`src/rtl/core/imrot_pkg.sv`:
```
// Shared constants and types of the bilinear image rotation block.
package imrot_pkg;

  localparam int ROWS_MAX  = 256;
  localparam int COLS_MAX  = 256;
  localparam int FRAC_BITS = 14;

  localparam int ROW_W   = $clog2(ROWS_MAX);
  localparam int COL_W   = $clog2(COLS_MAX);
  localparam int SIZE_W  = 9;
  localparam int TRIG_W  = 16;
  localparam int PIX_W   = 8;
  localparam int BANK_AW = ROW_W - 1 + COL_W - 1;
  localparam int WGT_W   = FRAC_BITS + 1;

  localparam logic [2:0] CFG_ROWS = 3'd0;
  localparam logic [2:0] CFG_COLS = 3'd1;
  localparam logic [2:0] CFG_COS  = 3'd2;
  localparam logic [2:0] CFG_SIN  = 3'd3;
  localparam logic [2:0] CFG_MODE = 3'd4;

  typedef struct packed {
    logic [SIZE_W-1:0]        nr;
    logic [SIZE_W-1:0]        nc;
    logic signed [TRIG_W-1:0] cos_a;
    logic signed [TRIG_W-1:0] sin_a;
    logic                     bilinear;
  } imrot_cfg_t;

  typedef struct packed {
    logic                 valid;
    logic                 is_load;
    logic [7:0]           row;
    logic [7:0]           col;
    logic [PIX_W-1:0]     pix;
    logic [ROW_W-1:0]     x0;
    logic [ROW_W-1:0]     x1;
    logic [COL_W-1:0]     y0;
    logic [COL_W-1:0]     y1;
    logic [FRAC_BITS-1:0] l;
    logic [FRAC_BITS-1:0] m;
  } imrot_item_t;

  typedef struct packed {
    logic                 valid;
    logic [7:0]           row;
    logic [7:0]           col;
    logic [PIX_W-1:0]     s00;
    logic [PIX_W-1:0]     s01;
    logic [PIX_W-1:0]     s10;
    logic [PIX_W-1:0]     s11;
    logic [FRAC_BITS-1:0] l;
    logic [FRAC_BITS-1:0] m;
  } imrot_samp_t;

endpackage

```
`src/rtl/core/imrot_map.sv`:
```
// Coordinate pipeline: maps an output pixel to clamped source neighbours and weights.
module imrot_map (
  input  logic                     clk,
  input  logic                     rst_n,
  input  logic                     in_valid,
  input  logic                     in_cmd,
  input  logic [7:0]               in_row,
  input  logic [7:0]               in_col,
  input  logic [7:0]               in_pixel_in,
  input  imrot_pkg::imrot_cfg_t    cfg,
  output imrot_pkg::imrot_item_t   item_o
);

  localparam int D_W   = 11;
  localparam int P_W   = 27;
  localparam int S_W   = 28;
  localparam int IDX_W = S_W - imrot_pkg::FRAC_BITS;
  localparam int SH    = 15 - imrot_pkg::FRAC_BITS;
  localparam logic [S_W-1:0] RMASK  = (S_W'(1) << SH) - S_W'(1);
  localparam logic [S_W-1:0] RHALF  = S_W'(1) << (SH - 1);
  localparam logic [imrot_pkg::FRAC_BITS-1:0] FHALF =
    imrot_pkg::FRAC_BITS'(1) << (imrot_pkg::FRAC_BITS - 1);
  localparam logic signed [S_W-1:0] NHALF = S_W'(1) << (imrot_pkg::FRAC_BITS - 1);

  logic [6:1] vld_r;
  logic       ld_r  [1:6];
  logic [7:0] row_r [1:6];
  logic [7:0] col_r [1:6];
  logic [7:0] pix_r [1:6];

  logic signed [D_W-1:0] di_r, dj_r;
  logic signed [P_W-1:0] pcx_r, psy_r, psx_r, pcy_r;
  logic signed [S_W-1:0] sx_r, sy_r, xf_r, yf_r;
  logic signed [IDX_W-1:0] bx_r, by_r;
  logic [imrot_pkg::FRAC_BITS-1:0] l_r, m_r, l6_r, m6_r;
  logic [imrot_pkg::ROW_W-1:0] x0_r, x1_r;
  logic [imrot_pkg::COL_W-1:0] y0_r, y1_r;

  logic signed [S_W-1:0] xf_nxt, yf_nxt;
  logic signed [IDX_W-1:0] bx_nxt, by_nxt;

  function automatic logic signed [S_W-1:0] rne_frac(input logic signed [S_W-1:0] v);
    logic signed [S_W-1:0] q;
    logic [S_W-1:0]        r;
    q = v >>> SH;
    r = v & RMASK;
    if (r > RHALF || (r == RHALF && q[0])) begin
      q = q + S_W'(1);
    end
    return q;
  endfunction

  function automatic logic signed [IDX_W-1:0] pick(input logic signed [S_W-1:0] v,
                                                   input logic bil);
    logic signed [S_W-1:0] t;
    logic signed [IDX_W-1:0] q;
    logic [imrot_pkg::FRAC_BITS-1:0] r;
    if (bil) begin
      q = IDX_W'(v >>> imrot_pkg::FRAC_BITS);
    end else begin
      t = v + NHALF;
      q = IDX_W'(t >>> imrot_pkg::FRAC_BITS);
      r = t[imrot_pkg::FRAC_BITS-1:0];
      if (r > FHALF || (r == FHALF && q[0])) begin
        q = q + IDX_W'(1);
      end
    end
    return q;
  endfunction

  function automatic logic [7:0] clampi(input logic signed [IDX_W-1:0] v,
                                        input logic [imrot_pkg::SIZE_W-1:0] n);
    logic signed [IDX_W-1:0] ns;
    logic [imrot_pkg::SIZE_W-1:0] top;
    ns  = $signed(IDX_W'(n));
    top = n - imrot_pkg::SIZE_W'(1);
    if (v < 0) begin
      return 8'd0;
    end else if (v >= ns) begin
      return top[7:0];
    end
    return v[7:0];
  endfunction

  always_ff @(posedge clk) begin
    if (!rst_n) begin
      vld_r <= '0;
    end else begin
      vld_r <= {vld_r[5:1], in_valid};
    end
  end

  always_ff @(posedge clk) begin
    ld_r[1]  <= !in_cmd;
    row_r[1] <= in_row;
    col_r[1] <= in_col;
    pix_r[1] <= in_pixel_in;
    for (int k = 2; k <= 6; k++) begin
      ld_r[k]  <= ld_r[k-1];
      row_r[k] <= row_r[k-1];
      col_r[k] <= col_r[k-1];
      pix_r[k] <= pix_r[k-1];
    end
  end

  always_comb begin
    xf_nxt = rne_frac(sx_r);
    yf_nxt = rne_frac(sy_r);
    bx_nxt = pick(xf_r, cfg.bilinear);
    by_nxt = pick(yf_r, cfg.bilinear);
  end

  always_ff @(posedge clk) begin
    di_r  <= $signed({2'b00, in_row, 1'b0}) - $signed({2'b00, cfg.nr});
    dj_r  <= $signed({2'b00, in_col, 1'b0}) - $signed({2'b00, cfg.nc});
    pcx_r <= P_W'(cfg.cos_a * di_r);
    psy_r <= P_W'(cfg.sin_a * dj_r);
    psx_r <= P_W'(cfg.sin_a * di_r);
    pcy_r <= P_W'(cfg.cos_a * dj_r);
    // Q2.14 trig times a doubled offset gives 15 fraction bits.
    sx_r  <= S_W'(pcx_r) - S_W'(psy_r) + $signed({5'b0, cfg.nr, 14'b0});
    sy_r  <= S_W'(psx_r) + S_W'(pcy_r) + $signed({5'b0, cfg.nc, 14'b0});
    xf_r  <= xf_nxt;
    yf_r  <= yf_nxt;
    bx_r  <= bx_nxt;
    by_r  <= by_nxt;
    l_r   <= cfg.bilinear ? xf_r[imrot_pkg::FRAC_BITS-1:0] : '0;
    m_r   <= cfg.bilinear ? yf_r[imrot_pkg::FRAC_BITS-1:0] : '0;
    x0_r  <= clampi(bx_r, cfg.nr);
    y0_r  <= clampi(by_r, cfg.nc);
    x1_r  <= cfg.bilinear ? clampi(bx_r + IDX_W'(1), cfg.nr) : clampi(bx_r, cfg.nr);
    y1_r  <= cfg.bilinear ? clampi(by_r + IDX_W'(1), cfg.nc) : clampi(by_r, cfg.nc);
    l6_r  <= l_r;
    m6_r  <= m_r;
  end

  assign item_o = '{valid: vld_r[6], is_load: ld_r[6], row: row_r[6], col: col_r[6],
                    pix: pix_r[6], x0: x0_r, x1: x1_r, y0: y0_r, y1: y1_r,
                    l: l6_r, m: m6_r};

  a_pair: assert property (@(posedge clk) disable iff (!rst_n)
    (vld_r[6] && !ld_r[6]) |-> ((x1_r == x0_r || x1_r == x0_r + 1'b1) &&
                                (y1_r == y0_r || y1_r == y0_r + 1'b1)))
    else $error("neighbour rows or columns not adjacent");

  a_inside: assert property (@(posedge clk) disable iff (!rst_n)
    (vld_r[6] && !ld_r[6]) |-> ({1'b0, x1_r} < cfg.nr && {1'b0, y1_r} < cfg.nc))
    else $error("neighbour outside image");

  a_near: assert property (@(posedge clk) disable iff (!rst_n)
    (vld_r[6] && !ld_r[6] && !cfg.bilinear) |->
      (l6_r == '0 && m6_r == '0 && x0_r == x1_r && y0_r == y1_r))
    else $error("nearest request carries blend weights");

endmodule

```
`config.mk`:
```
export PLATFORM = sky130hd
export DESIGN_NAME = imrot_map
export DESIGN_NICKNAME = d
export VERILOG_FILES = /design/src/rtl/core/imrot_pkg.sv /design/src/rtl/core/imrot_map.sv
export SDC_FILE = /design/constraint.sdc
export NUM_CORES = 2
export LEC_CHECK = 0
export BUFFER_PORTS_ARGS = -buffer_cell sky130_fd_sc_hd__buf_4
export CELL_PAD_IN_SITES_DETAIL_PLACEMENT = 1
export CELL_PAD_IN_SITES_GLOBAL_PLACEMENT = 1
export CORE_ASPECT_RATIO = 0.75
export CORE_UTILIZATION = 50
export DETAILED_ROUTE_END_ITERATION = 6
export PLACE_DENSITY_LB_ADDON = 0.15
export SLEW_MARGIN = 20
export SYNTH_ARGS = -nofsm -noshare
export SYNTH_HDL_FRONTEND = slang
export SYNTH_SLANG_ARGS = --single-unit
```
`constraint.sdc`:
```
create_clock -name clk -period 8.3 [get_ports clk]
set_clock_uncertainty 0.05 [all_clocks]
set_input_delay 0.83 -clock clk [delete_from_list [all_inputs] [get_ports clk]]
set_output_delay 0.83 -clock clk [all_outputs]
set_load 0.005 [all_outputs]
```
---- Word-level counts from Yosys, hierarchy flattened ----
Memories as Yosys holds them, arrays and structs flattened.
Index checks and enable logic that the tools add are counted.
Widths: inputs -> output; s select.
storage, ports and cells
  register bits after elaboration ......... 358
  latch bits .............................. 0
  RAM bits ................................ 150
  bits in read-only memories .............. 0
  bits of input ports ..................... 79
  output and inout bits ................... 86
  word-level logic and storage cells ...... 96
  memories kept ........................... 4
operators by class
  $add $sub $neg .......................... 16
  multipliers ............................. 4
  divide/modulo/power cells ............... 0
  $lt $le $gt $ge ......................... 12
  equality and inequality tests ........... 2
  shifts and indexed selects .............. 0
  mux-type cells .......................... 28
  bitwise gates (word level) .............. 0
  reductions and logical operators ........ 9
memory list
  name   words  bits a word  rd ports  clocked after Yosys merged registers in  wr ports  RTL line         text
  col_r  6      8            6         0                                        6         imrot_map.sv:28  logic [7:0] col_r [1:6];
  pix_r  6      8            6         0                                        6         imrot_map.sv:29  logic [7:0] pix_r [1:6];
  row_r  6      8            6         0                                        6         imrot_map.sv:27  logic [7:0] row_r [1:6];
  ld_r   6      1            6         0                                        6         imrot_map.sv:26  logic ld_r [1:6];
operators with widths
  kind                    number
  $mux 8                  14
  $mul 16x10->26          4
  $add 14x2->14 const B   4
  $add 27x2->28 const B   2
  $add 28x15->28 const B  2
  $add 28x24->28          2
  $ge 14x10->1            4
  $lt 14x1->1 const B     4
  $mux 14                 4
  $mux 28                 2
  $eq 14x14->1 const B    2
  $gt 14x14->1 const B    2
  $add 26x26->27          1
  $sub 26x26->27          1
  $sub 9x9->10            2
  $sub 8x1->8 const B     2
  $mux 1                  8
  $logic_and 1x1->1       4
  $logic_or 1x1->1        4
  $gt 1x1->1 const B      2
  $logic_not 1->1         1

---- Longest topological paths before layout ----
  depth after elaboration ................. 6
  gate-level depth with buffers ........... 24
  gate-level depth less buffers ........... 24

---- Worst setup path before layout ----
OpenSTA, ideal clock, no wires.
  kind .................................... input port to flip-flop
  start ................................... input cfg[24] in the netlist's numbering
  end ..................................... register, netlist name pcy_r[25]
  library setup time ...................... 0.121 ns
  arrival time ............................ 5.817 ns
  required time ........................... 8.129 ns
  path slack .............................. 2.312 ns
  stages .................................. 22
  buffers on the path ..................... 1
  path through ............................ clkbuf_1 nand2_1 fa_1 inv_1 fa_1 inv_1 fa_1 inv_1 fa_1 inv_1 fa_1 inv_1 ha_1 nand2_1 o211a_1 o31ai_4 a2111oi_2 o31ai_1 nor4_1 o41ai_1 a21oi_1 xnor2_1
between the ends
  word-level cells in the longest chain between the ends .. 1
ends and longest elaborated chain
  element         RTL line          text
  from (decl)     imrot_map.sv:10   input imrot_pkg::imrot_cfg_t cfg,
  $mul 16x10->26  imrot_map.sv:119  pcy_r <= P_W'(cfg.cos_a * dj_r);
Every way passes these cells.
A chain may end at the register's enable or synchronous reset.

---- Worst setup path in the final report ----
  start ................................... register dj_r[2]
  end ..................................... register psy_r[24]
between the ends
  word-level cells in the longest chain between the ends .. 1
ends and longest elaborated chain
  element                 RTL line          text
  from (decl)             imrot_map.sv:31   logic signed [D_W-1:0] di_r, dj_r;
  from (signal assigned)  imrot_map.sv:115  dj_r <= $signed({2'b00, in_col, 1'b0}) - $signed({2'b00, cfg.nc});
  $mul 16x10->26          imrot_map.sv:117  psy_r <= P_W'(cfg.sin_a * dj_r);
  to (signal assigned)    imrot_map.sv:117
  to (decl)               imrot_map.sv:32   logic signed [P_W-1:0] pcx_r, psy_r, psx_r, pcy_r;
Every way passes these cells.

==> flow_summary.json <==
{
  "clock-sinks": 508,
  "preCtsSetupSlack_ps": 1730,
  "final_nets": 5568,
  "cp_data_arrival_time_ps": 7000,
  "area_growth_pct": 9.595,
  "drv_slew": 0,
  "grt_pass1_vias": 33101,
  "core_sq_um": 82660,
  "post_cts_buffers": 0,
  "seq_area_frac_synth": 0.2420,
  "finalCritPeriodShare": 0.7854,
  "period_needed_ps": 6519,
  "fin_tns_setup_ps": 0,
  "avgSynthCellArea_sq_um": 9.432,
  "slew_headroom": 0.2875,
  "cts_tree": "yes",
  "synth_nets": 5472,
  "tightest_slew_ps": 1067,
  "synth_fa_ha_area_frac": 0.3797,
  "pin_count": 165,
  "report.final.hold_viol_count": 0,
  "drive_above_1_share": 0.07274,
  "r2r_slack_ps": 1780,
  "syn_inst": 4455,
  "yosysWarnings": 0,
  "synthSimpleGateAreaFrac": 0.1406,
  "track_usage": 0.2618,
  "outcome": "complete, no violations",
  "hold_path_end": "row_r[2][6]$_DFF_P_",
  "drtPass1Iterations": 5,
  "grt_max_degree": 50,
  "cap_violations": 0,
  "ff2ff_path_depth": 21,
  "portBuffers": 164,
  "htree_levels": 2,
  "synth_compound_area_frac": 0.07543,
  "ys.flop_type": "dfxtp_1",
  "grt_pass1_wl_um": 175300,
  "ys_types": 92,
  "wirelength_um": 107300,
  "async_flop_share": 0,
  "clk_path_buf_depth": 3,
  "endpoint_kind": "flip-flop",
  "rows": 91,
  "die_h_um": 253.1,
  "drt_first_iter_violations": 1449,
  "min_from": "row_r[1][14]$_DFF_P_",
  "ant_nets": 0,
  "required_ps": 8790,
  "muxShareOfSynthArea": 0.01004,
  "clk_latency_ps": 630,
  "ys_ff_latch": 508,
  "dp_hpwl_um": 86780,
  "fmax_mhz": 153.4,
  "start_util": 0.5083,
  "holdPathStages": 0,
  "fin_util": 0.5571,
  "routedWlPerCell_um": 18.78,
  "cts_hold_buf": 0,
  "grt.overflow.total": 0,
  "cts.repair.resized": 0,
  "reg2reg_to": "psy_r[24]$_DFF_P_",
  "path_clk_slew_ps": 70,
  "die-area_sq_um": 85210,
  "root_buffer": "clkbuf_16",
  "post-route-drc-count": 0,
  "syn_area_sq_um": 42020,
  "die_w_um": 336.7,
  "layout_common_cells": "inv_1 (854), fa_1 (562), dfxtp_1 (506)",
  "cp-start-kind": "flip-flop",
  "synth_top_family_by_area": "adder cells",
  "vias": 29752,
  "cts_buffers": 51,
  "routabilityCongestion": 0.9126,
  "path_class": "flip-flop to flip-flop",
  "r2r_start": "dj_r[2]$_DFF_P_",
  "rsz0062_at_grt": "false",
  "hold_class": "flip-flop to flip-flop",
  "routed_via_density": 5.210,
  "synth_edf_count": 0,
  "final_common_cell": "inv_1",
  "crit_path_max_fanout": 18,
  "synth_xor_xnor_area_share": 0.06188,
  "setup_viol": 0,
  "setup_ws_ps": 1781,
  "antenna_found_initial": 7,
  "fill_cells": 9415
}
==> synth_stat cells (16+ instances only) <==
cell type	instances	area share
a21o_1	75	0.013
a21oi_1	123	0.015
and2_1	274	0.041
and3_1	30	0.0045
clkbuf_1	135	0.012
dfxtp_1	508	0.24
fa_1	562	0.27
ha_1	376	0.11
inv_1	854	0.076
mux2_2	17	0.0046
mux2i_1	23	0.0055
nand2_1	460	0.041
nand2b_1	43	0.0064
nand3_1	69	0.0082
nand4_1	26	0.0039
nor2_1	187	0.017
nor2b_1	27	0.0040
nor3_1	33	0.0039
o21a_1	32	0.0057
o21ai_0	65	0.0077
o21bai_1	21	0.0038
o2bb2ai_1	16	0.0033
xnor2_1	217	0.045
xor2_1	78	0.016
==> critical path: stages (launching register included) <==
cell and delay (ps):
dfxtp_1 800, buf_4 400, nand2_1 120, fa_1 520, inv_1 50, fa_1 500, inv_1 60, fa_1 560
fa_1 460, fa_1 570, inv_1 70, ha_1 330, a21o_1 190, a21o_1 160, a21oi_1 230, o21bai_1 90
a41oi_1 270, o21ai_1 140, o41a_1 350, a21o_1 190, a21oi_1 170, xnor2_1 130
==> cell families (layout without fill, tap and decap cells) <==
logic type	count (synthesis)	after routing
other cells	0	3
buf+inv	1002	1139
fa+ha+maj	938	938
simple gates	1209	1209
flops	508	508
mux	40	40
xor+xnor	296	296
compound gates	462	462
==> how the worst max path moves through the flow <==
stage / startpoint / cells past startpoint / slack [ps] / end
finish: dj_r[2]$_DFF_P_ / 21 / 1780 / psy_r[24]$_DFF_P_
global route: di_r[9]$_DFF_P_ / 22 / 1480 / pcx_r[25]$_DFF_P_
CTS: dj_r[2]$_DFF_P_ / 21 / 1820 / psy_r[24]$_DFF_P_
detailed placement: cfg[24] / 22 / 1730 / pcy_r[25]$_DFF_P_
global placement: cfg[24] / 22 / 1810 / pcy_r[25]$_DFF_P_
floorplan: cfg[24] / 22 / 2310 / pcy_r[25]$_DFF_P_
==> flip-flops by register name (all words and copies together) (netlist names), 14 cells and up <==
| name | cells |
|---|---|
| m_r | 14 |
| pcx_r | 26 |
| psy_r | 26 |
| row_r | 48 |
| yf_r | 28 |
| pcy_r | 26 |
| xf_r | 28 |
| m6_r | 14 |
| l6_r | 14 |
| bx_r | 14 |
| l_r | 14 |
| pix_r | 48 |
| by_r | 14 |
| psx_r | 26 |
| sy_r | 28 |
| sx_r | 28 |
| col_r | 48 |
==> through the flow <==
stage / instance area [sq um] / std cells / hold slack (ps)
after floorplan: 42020 / 4455 / 259.6
after global placement: 44250 / 5614 / 259.6
after detailed placement: 44250 / 5614 / 263.5
after CTS: 46040 / 5708 / 234.8
after global routing: 46040 / 5709 / 240.9
final: 46050 / 5711 / 256.1
==> metal layers <==
| layer | track usage | share of wire |
|---|---|---|
| met3 | 0.04832 | 0.056 |
| met1 | 0.3494 | 0.45 |
| met4 | 0.07545 | 0.029 |
| met5 | 0 | 0 |
| met2 | 0.4332 | 0.46 |
==> final cells by class <==
cell class / count / area, sq um / area share
multi-input cells: 2945 / 28050 / 0.6092
repair buffers: 189 / 1419 / 0.03081
clock inverters: 30 / 341.6 / 0.007418
clock buffers: 64 / 1448 / 0.03144
inverters: 856 / 3213 / 0.06977
flip-flops and latches: 508 / 10170 / 0.2209
well taps: 1116 / 1396 / 0.03032
diodes: 3 / 7.507 / 0.0001630
Power is left out: the tool's default activity adds up to more than one toggle a clock period on the data nets, which glitch-free logic cannot reach.
